`config.mk`:
```
export PLATFORM = sky130hd
export DESIGN_NAME = cae_decode
export DESIGN_NICKNAME = d
export VERILOG_FILES = /design/src/rtl/cae_pkg.sv /design/src/rtl/cae_decode.sv
export SDC_FILE = /design/constraint.sdc
export NUM_CORES = 1
export LEC_CHECK = 0
export ABC_AREA = 1
export BUFFER_PORTS_ARGS = -buffer_cell sky130_fd_sc_hd__buf_2
export CAP_MARGIN = 20
export CORE_AREA = 2 2 66 68
export DETAILED_ROUTE_END_ITERATION = 10
export DIE_AREA = 0 0 68 70
export MAX_ROUTING_LAYER = met4
export PLACE_DENSITY = 0.81
export SLEW_MARGIN = 20
export SYNTH_ARGS = -nofsm -noshare
export SYNTH_HDL_FRONTEND = slang
export SYNTH_SLANG_ARGS = --single-unit
```
`constraint.sdc`:
```
create_clock -name vclk -period 1.3
set_clock_uncertainty 0.15 [all_clocks]
set_input_delay 0.065 -clock vclk [all_inputs]
set_output_delay 0.065 -clock vclk [all_outputs]
set_load 0.01 [all_outputs]
```
`src/rtl/cae_pkg.sv`:
```
// Package for the PCI configuration access engine.
// Holds store sizing, the status codes, the decoded request type and lane helpers.
// No dependencies.
package cae_pkg;

  localparam int BUS_COUNT       = 2;
  localparam int DWORDS_PER_FUNC = 64;
  localparam int STORE_DEPTH     = BUS_COUNT * 32 * 8 * DWORDS_PER_FUNC;
  localparam int STORE_AW        = $clog2(STORE_DEPTH);
  localparam int IDX_FULL_W      = 22;

  localparam int IN_TDATA_W  = 88;
  localparam int OUT_TDATA_W = 64;

  typedef enum logic [1:0] {
    STAT_OK      = 2'd0,
    STAT_INVALID = 2'd1,
    STAT_NO_BUS  = 2'd2
  } status_t;

  typedef enum logic {
    ST_CLEAR = 1'b0,
    ST_RUN   = 1'b1
  } clr_state_t;

  typedef struct packed {
    logic                is_write;
    logic                req_ok;
    logic                bus_ok;
    logic [STORE_AW-1:0] idx;
    logic [1:0]          lane;
    logic [2:0]          width;
    logic [31:0]         wdata;
    logic [31:0]         addr;
  } req_t;

  typedef struct packed {
    logic                active;
    logic [STORE_AW-1:0] idx;
  } clr_t;

  function automatic logic [31:0] lane_mask(input logic [2:0] width);
    logic [31:0] m;
    case (width)
      3'd1:    m = 32'h0000_00ff;
      3'd2:    m = 32'h0000_ffff;
      default: m = 32'hffff_ffff;
    endcase
    return m;
  endfunction

endpackage

```
`src/rtl/cae_decode.sv`:
```
// Request checker: validates an access and forms the address word and store index.
// Depends on cae_pkg.
module cae_decode (
  input  logic          action,
  input  logic [15:0]   segment_number,
  input  logic [7:0]    bus_number,
  input  logic [7:0]    device_number,
  input  logic [7:0]    function_number,
  input  logic [7:0]    byte_offset,
  input  logic [2:0]    access_width,
  input  logic [31:0]   write_data,
  output cae_pkg::req_t req
);

  logic                          width_ok;
  logic                          in_space;
  logic [cae_pkg::IDX_FULL_W-1:0] idx_full;

  always_comb begin
    case (access_width)
      3'd1:    width_ok = 1'b1;
      3'd2:    width_ok = ~byte_offset[0];
      3'd4:    width_ok = (byte_offset[1:0] == 2'b00);
      default: width_ok = 1'b0;
    endcase
  end

  assign in_space = ({1'b0, byte_offset} + {6'd0, access_width}) <= 9'd256;
  assign idx_full = {bus_number, device_number[4:0], function_number[2:0], byte_offset[7:2]};

  assign req.is_write = action;
  assign req.req_ok   = (segment_number == 16'd0) && (device_number < 8'd32)
                     && (function_number < 8'd8) && width_ok && in_space;
  assign req.bus_ok   = {1'b0, bus_number} < 9'(cae_pkg::BUS_COUNT);
  assign req.idx      = idx_full[cae_pkg::STORE_AW-1:0];
  assign req.lane     = byte_offset[1:0];
  assign req.width    = access_width;
  assign req.wdata    = write_data;
  assign req.addr     = {1'b1, 7'd0, bus_number, device_number[4:0], function_number[2:0],
                         byte_offset[7:2], 2'b00};

endmodule

```
==> results.md <==
* Post-layout min period at between 1.5 and 2 ns
* Synth Instances at about 140
* Antenna viol nets, final at 0
* Register Area at 0 sq um
* RSZ-0062 raised after global routing: true
* Global-route met2 utilization at 0.187
* Met1 Use GR at 0.0578
* Synth Area in Compound Gates at 0.0316
* Area of the multi-input gates at between 200 and 300 sq um
* Multiplexer share of the synthesized area at 0
* DR pass1 iterations at 2
* Netlist cell types at 14
* Leakage at 0.000626 uW
* Full die area at 4760 sq um
* Adder-cell area share of the yosys netlist at 0.0633
* Worst Hold Class: input port to output pin
* End point of the critical path: req[85]
* Total negative slack at -0.295 ns
* Initial DRC count at 8
* Design area at approximately 1200 sq um
* Via-per-instance ratio at approximately 3.8
* Post-synthesis simple-gate area fraction at 0.179
* Sequential Power Share at 0
* Synth top area share at 0.702
* Sw Pwr at between 150 and 200 uW
* Sequential cell count at 0
* Kind of critical path: input port to output pin
* Final worst setup slack at -0.295 ns
* Post-Syn Area at roughly 910 sq um
* Vias in the first global route at 740
* Layout cells sized above 1 at 0.412
* Core Rows at 24
* Crit path DAT at 1.38 ns
* Setup violations, final at 1
* Logic pwr share at 1.000
* Horiz. Die Dim at about 68 um
* Synth Area per Inst at 6.45 sq um
* Initial antenna violation count at 0
* Internal at 193 uW
* Gr ovfl total at 0
* Hpwl dp at 1530 um
* DRC at 0
* Max VDD drop at approximately 120 uV
* Avg WL per Cell at slightly above 9 um
* Critical path endpoint category: output pin
* Placer Congestion at between 0.6 and 0.7
* Postcts setup bufs at 0
* Crit path max fanout at 3
* Most area-hungry cell type in the Yosys netlist: buf_4
* Via count at ~860
* Largest net degree at the start of global routing at 5
* Launch point of the worst path: byte_offset[0]
* Number of top-level pins at approximately 170
* Antenna diode count at 0
* Clock power share at 0
* Final period util at 1.23
* Combinational family with the most area after synthesis: buffers and inverters
* Max cap viols at 0
* Busiest grt layer: met2
* Hold Slack at around 0.18 ns
* Synth Warn # at 0
* Req. time, crit path at 1.09 ns
* PwrDens at around 310 nW/um^2
* Routed wire length at roughly 2100 um
* # nets final at 267
* Placed Area at about 740 sq um
* Synth area leaders: buf_4 (70%), nor2_1 (9.1%), nand2_1 (6.2%)
* Core Footprint at around 4100 sq um
* Number of clock buffers in the layout at 0
* Starting density of the core at 0.220
* Hold Violations, Final at 0
* Post-synthesis xor/xnor area fraction at 0
* GRT Resource Usage Total at 0.0778
* First-pass GRT wire length at 2950 um
* Outcome: finished with violations
* CP Launch Type: input port
* Sequential element share of the synthesized area at 0
* Violated checks: setup timing
* Filler cell count in the final layout at 463
* Switching share of power at 0.479
* Port bufs at slightly below 70
* F_max at around 630 MHz
* Die span in y at 70 um
* Met3 GRT Util at 0.00161
* Fin. max-slew vios at 0
* Layout Area Growth over Synthesis at 29.6%
[metrics by stage]
stage | utilization | power [uW] | worst slack (ns) | instances
2_1_floorplan | - | 317 | -0.0887 | 149
3_3_place_gp | 0.179 | 203 | -0.319 | 187
3_5_place_dp | 0.179 | 208 | -0.322 | 187
4_1_cts | 0.284 | 371 | -0.297 | 229
5_1_grt | 0.284 | 413 | -0.374 | 229
6_report | 0.284 | 371 | -0.295 | 229
[how the worst min path moves through the flow]
stage,startpoint,end,slack [ns],depth (start not counted)
2_1_floorplan,bus_number[1],req[84],0.03,1
4_1_cts,byte_offset[0],req[67],0.18,2
5_1_grt,byte_offset[0],req[67],0.19,2
3_3_place_gp,write_data[3],req[35],-0.02,0
3_5_place_dp,write_data[3],req[35],-0.02,0
6_report,byte_offset[0],req[67],0.18,2
[power groups by stage]
stage / Clock (uW) / Sequential (uW) / Combinational, uW
floorplan: 0 / 0 / 317
global placement: 0 / 0 / 203
detailed placement: 0 / 0 / 208
CTS: 0 / 0 / 371
global route: 0 / 0 / 413
finish: 0 / 0 / 371
[synthesized netlist by cell type, types with 2 or more instances]
library cell and n:
buf_4 85, conb_1 2, ha_1 3, inv_1 4, nand2_1 15, nor2_1 22, o21ai_0 3
[metal layers]
metal | wire (um) | share of wire | vias to the layer above
li1 | - | - | 408
met1 | 571 | 0.27 | 357
met2 | 1270 | 0.60 | 94
met3 | 266 | 0.13 | 2
met4 | 13 | 0.0061 | 0
met5 | 0 | 0 | -
[area by class of cell]
| cell class | count | share of cell area |
|---|---|---|
| inverters | 4 | 0.0127 |
| multi-input cells | 60 | 0.254 |
| well taps | 52 | 0.0552 |
| repair buffers | 113 | 0.678 |
[worst max-delay path, cell delays in order]
cell and delay, ns:
buf_8 0.10, ha_4 0.15, fa_1 0.44, or2_1 0.22, a21oi_2 0.10, a21oi_1 0.06, nor2_1 0.09, buf_2 0.14
[layout by cell type (no fill, tap or decap), types with 2 or more instances in the layout]
cell,instances
buf_2,66
dlygate4sd3_1,42
nor2_1,22
nand2_1,15
conb_1,10
inv_1,4
buf_4,3
o21ai_0,2
ha_1,2
[cells by family after synthesis]
family,count (synthesis)
AO/OA/AOI/OAI,5
adder cells (fa/ha/maj),4
AND/OR/NAND/NOR,41
other,2
buffers and inverters,89
[what timing repair did]
action	in CTS	in global routing
resized for setup	5	2
pin swaps	5	1
hold endpoints to repair	51	0
endpoints found under the setup margin	1	1
hold buffers	42	0
No activity file was read; power rests on OpenSTA's default activity.
