`src/rtl/cae_pkg.sv`:
```
// Package for the PCI configuration access engine.
// Holds store sizing, the status codes, the decoded request type and lane helpers.
// No dependencies.
package cae_pkg;

  localparam int BUS_COUNT       = 2;
  localparam int DWORDS_PER_FUNC = 64;
  localparam int STORE_DEPTH     = BUS_COUNT * 32 * 8 * DWORDS_PER_FUNC;
  localparam int STORE_AW        = $clog2(STORE_DEPTH);
  localparam int IDX_FULL_W      = 22;

  localparam int IN_TDATA_W  = 88;
  localparam int OUT_TDATA_W = 64;

  typedef enum logic [1:0] {
    STAT_OK      = 2'd0,
    STAT_INVALID = 2'd1,
    STAT_NO_BUS  = 2'd2
  } status_t;

  typedef enum logic {
    ST_CLEAR = 1'b0,
    ST_RUN   = 1'b1
  } clr_state_t;

  typedef struct packed {
    logic                is_write;
    logic                req_ok;
    logic                bus_ok;
    logic [STORE_AW-1:0] idx;
    logic [1:0]          lane;
    logic [2:0]          width;
    logic [31:0]         wdata;
    logic [31:0]         addr;
  } req_t;

  typedef struct packed {
    logic                active;
    logic [STORE_AW-1:0] idx;
  } clr_t;

  function automatic logic [31:0] lane_mask(input logic [2:0] width);
    logic [31:0] m;
    case (width)
      3'd1:    m = 32'h0000_00ff;
      3'd2:    m = 32'h0000_ffff;
      default: m = 32'hffff_ffff;
    endcase
    return m;
  endfunction

endpackage

```
`src/rtl/cae_clear.sv`:
```
// Post-reset sweep that fills the configuration store with all ones.
// Depends on cae_pkg.
module cae_clear (
  input  logic          clk,
  input  logic          rst_n,
  output cae_pkg::clr_t clr
);

  cae_pkg::clr_state_t            state_r, state_nxt;
  logic [cae_pkg::STORE_AW-1:0]   cnt_r, cnt_nxt;

  always_ff @(posedge clk) begin
    if (!rst_n) begin
      state_r <= cae_pkg::ST_CLEAR;
      cnt_r   <= '0;
    end else begin
      state_r <= state_nxt;
      cnt_r   <= cnt_nxt;
    end
  end

  always_comb begin
    state_nxt = state_r;
    cnt_nxt   = cnt_r;
    case (state_r)
      cae_pkg::ST_CLEAR: begin
        if (cnt_r == cae_pkg::STORE_AW'(cae_pkg::STORE_DEPTH - 1)) begin
          state_nxt = cae_pkg::ST_RUN;
        end else begin
          cnt_nxt = cnt_r + 1'b1;
        end
      end
      cae_pkg::ST_RUN: begin
        state_nxt = cae_pkg::ST_RUN;
      end
      default: begin
        state_nxt = cae_pkg::ST_CLEAR;
      end
    endcase
  end

  assign clr.active = (state_r == cae_pkg::ST_CLEAR);
  assign clr.idx    = cnt_r;

endmodule

```
`config.mk`:
```
export PLATFORM = sky130hd
export DESIGN_NAME = cae_clear
export DESIGN_NICKNAME = d
export VERILOG_FILES = /design/src/rtl/cae_pkg.sv /design/src/rtl/cae_clear.sv
export SDC_FILE = /design/constraint.sdc
export NUM_CORES = 1
export LEC_CHECK = 0
export ABC_AREA = 0
export BUFFER_PORTS_ARGS = -buffer_cell sky130_fd_sc_hd__buf_2
export CORE_MARGIN = 5
export CORE_UTILIZATION = 54
export CTS_CLUSTER_SIZE = 40
export DETAILED_ROUTE_END_ITERATION = 7
export PLACE_DENSITY = 0.85
export SYNTH_ARGS = -nofsm -noshare
export SYNTH_HDL_FRONTEND = slang
export SYNTH_SLANG_ARGS = --single-unit
```
`constraint.sdc`:
```
create_clock -name clk -period 2.8 [get_ports clk]
set_clock_uncertainty 0.05 [all_clocks]
set_input_delay 0.56 -clock clk [delete_from_list [all_inputs] [get_ports clk]]
set_output_delay 0.56 -clock clk [all_outputs]
set_load 0.1 [all_outputs]
```
==> metrics.md <==
| Metric | Value |
|---|---|
| Antenna cells | `0` |
| DIE AREA | `about 2200 um^2` |
| Final hold vios | `0` |
| HPWL Detailed | `~1.2 mm` |
| Fin util | `0.660` |
| Cells after DPL | `around 120` |
| Synth Area in Adders | `0.0168` |
| Pre-CTS WS | `about 900 ps` |
| Syn. warnings | `0` |
| Tmin final | `between 1500 and 2000 ps` |
| Synthesis-stage register bit count | `16` |
| Fin. max-slew vios | `0` |
| Clock-pin slew on the worst setup and hold paths | `90 ps` |
| Setup ws final | `870 ps` |
| Clk buf depth | `2` |
| Arr. time, crit path | `2080 ps` |
| Die Wd | `around 47 um` |
| Reg-to-reg endpoint | `cnt_r[4]$_SDFFE_PN0P_` |
| Clock latency on the worst-skew pair | `270 ps` |
| Crit end category | `register` |
| Crit Path Category | `register to register` |
| CTS Hold Bufs | `0` |
| Net switching power | `~0.00011 W` |
| First-pass GRT wire length | `2.62 mm` |
| Critical path origin | `cnt_r[8]$_SDFFE_PN0P_` |
| Lkg Pwr | `~0.33 nW` |
| Rows | `13` |
| Maximum vdd drop | `about 0.35 mV` |
| Slew of the pin with the lowest slew margin | `just under 800 ps` |
| Grt ovf | `0` |
| Gate Count Post-Synth | `89` |
| Simple-Gate Fraction of Synth Area | `0.289` |
| Logic pwr share | `0.115` |
| Post-CTS Setup Inserts | `0` |
| Seq pwr share | `0.593` |
| Vias | `approximately 720` |
| Synth Cell Area | `744 um^2` |
| Post-synthesis mux area share | `0.0269` |
| Core region area | `between 1000 and 1500 um^2` |
| Routed wire length | `roughly 1.6 mm` |
| RePlAce Congestion | `about 0.81` |
| Drt wl/cell | `about 13 um` |
| Setup_tns | `0 ps` |
| Compound-Gate Fraction of Synth Area | `0.200` |
| XOR/XNOR share of the synthesized area | `0` |
| WP data required | `2950 ps` |
| Clock share of power | `0.291` |
| Hold crit path type | `register to register` |
| Non-Filler Instances | `about 120` |
| IO Pins | `18` |
| Distinct cells, synth | `29` |
| Initial antenna violation count | `0` |
| Cts repair resizes | `0` |
| Crit start category | `register` |
| DRT Pass-1 Iters | `4` |
| Power Density | `approximately 460 nW/um^2` |
| Sink Count | `16` |
| Crit path capture | `cnt_r[4]$_SDFFE_PN0P_` |
| Run status | `finished clean` |
| Synth Net Count | `92` |
| CTS tree | `done` |
| Seq/Total Area, Yosys | `0.430` |
| Int Pwr | `0.000289 W` |
| GRT Util Overall | `0.166` |
| Layout area overhead | `15.3%` |
| Total of max-cap violations | `0` |
| Final setup viols | `0` |
| Die H | `roughly 47 um` |
| Vias in the first global route | `about 640` |
| RSZ-0062 raised after global routing | `false` |
| DRC violations left | `0` |
| Post-route clock period utilization | `0.689` |
| Slew headroom | `0.474` |
| Layout cells sized above 1 | `0.217` |
| R2R depth | `4` |
| Vias per inst | `between 5 and 6` |
| Worst r2r src | `cnt_r[8]$_SDFFE_PN0P_` |
| PortBufs | `17` |
| Starting density of the core | `0.572` |
| Mean Syn Cell Area | `8.36 um^2` |
| Antenna Nets Post-Route | `0` |
| Commonest non-fill, non-tap cells in the layout | `buf_2 (17), dfxtp_1 (16), nor2_1 (7), o21ai_0 (7)` |
| H-tree levels | `1` |
| Switching share of power | `0.272` |
| FMAX | `roughly 0.52 GHz` |
| Commonest non-fill, non-tap cell in the layout | `buf_2` |
| R2r setup slk | `around 870 ps` |
| Largest net degree at the start of global routing | `12` |
| Main combinational cell family by area after synthesis | `simple AND/OR/NAND/NOR gates` |
| Starting DRT DRC Count | `25` |
| Nets | `111` |
| Cts bufs inserted | `3` |
| Crit Path Max Fanout | `8` |
| WHS | `between 400 and 500 ps` |
| Clock Root Buffer | `clkbuf_4` |
[state kept, by name, summed over array words and instances, names as in the netlist]
| name | cells |
|---|---|
| cnt_r | 15 |
| state_r | 1 |
[how the worst min path moves through the flow]
stage | from | to | slack, ps | cells after the start
after CTS | cnt_r[5]$_SDFFE_PN0P_ | cnt_r[5]$_SDFFE_PN0P_ | 460 | 1
after global routing | cnt_r[11]$_SDFFE_PN0P_ | cnt_r[11]$_SDFFE_PN0P_ | 490 | 2
after detailed placement | cnt_r[5]$_SDFFE_PN0P_ | cnt_r[5]$_SDFFE_PN0P_ | 440 | 1
final | cnt_r[1]$_SDFFE_PN0P_ | cnt_r[1]$_SDFFE_PN0P_ | 460 | 2
after global placement | cnt_r[1]$_SDFFE_PN0P_ | cnt_r[1]$_SDFFE_PN0P_ | 430 | 2
after floorplan | state_r$_SDFF_PN0_ | state_r$_SDFF_PN0_ | 490 | 2
[critical path, cell delays in order (launching register included)]
cell     delay [ps]
dfxtp_1         450
nand4_1         230
nor4_1          750
inv_1           170
a31oi_1         210
[metal layers]
layer / routed length, um / vias to the layer above / GRT usage
met5: 0 / - / 0
met4: 10 / 0 / 0.0663
met3: 82 / 2 / 0.0498
met2: 748 / 18 / 0.279
met1: 738 / 329 / 0.195
li1: - / 370 / -
[stage by stage]
stage          power, W  cell area (um^2)
6_report       0.000397               858
5_1_grt        0.000416               858
4_1_cts        0.000400               858
3_5_place_dp   0.000287               836
3_3_place_gp   0.000286               836
2_1_floorplan  0.000279               744
[cells by family after synthesis]
| family | after synthesis |
|---|---|
| compound gates | 24 |
| fa+ha+maj | 1 |
| buf+inv | 7 |
| flops | 16 |
| mux | 2 |
| simple gates | 39 |
[power by group through the flow]
stage                     sequential [W]  combinational (W)  clock [W]
after floorplan                 0.000268          0.0000110          0
after global placement          0.000240          0.0000454          0
after detailed placement        0.000241          0.0000461          0
after CTS                       0.000235          0.0000461   0.000118
after global routing            0.000236          0.0000487   0.000131
final                           0.000236          0.0000458   0.000116
[cell usage after synthesis]
| cell | n | area share |
|---|---|---|
| o21bai_1 | 1 | 0.010 |
| nor2_1 | 7 | 0.035 |
| ha_1 | 1 | 0.017 |
| nor3_1 | 2 | 0.013 |
| or3_2 | 1 | 0.010 |
| o311a_1 | 1 | 0.013 |
| inv_1 | 4 | 0.020 |
| nand3b_1 | 1 | 0.010 |
| clkbuf_1 | 2 | 0.010 |
| nand4_1 | 2 | 0.017 |
| o21a_1 | 1 | 0.010 |
| nor3b_1 | 1 | 0.010 |
| o31ai_1 | 3 | 0.030 |
| nand3_1 | 6 | 0.040 |
| o21ai_0 | 7 | 0.047 |
| and4b_1 | 1 | 0.013 |
| mux2i_1 | 2 | 0.027 |
| nand2b_1 | 2 | 0.017 |
| or4_1 | 2 | 0.020 |
| a31oi_1 | 4 | 0.034 |
| or3_1 | 5 | 0.042 |
| nand2_1 | 6 | 0.030 |
| nor4_1 | 1 | 0.0084 |
| o221a_2 | 1 | 0.015 |
| clkbuf_2 | 1 | 0.0067 |
| and3_2 | 1 | 0.010 |
| and4_1 | 1 | 0.012 |
| a21oi_1 | 6 | 0.040 |
| dfxtp_1 | 16 | 0.43 |
[layout make-up]
class	count	area [um^2]
multi-input combinational	66	397
inverter	4	15.0
clock buffer	3	22.5
tap	15	18.8
sequential	16	320
fill	126	443
timing repair buffer	17	85.1
No activity file was read; power rests on OpenSTA's default activity.
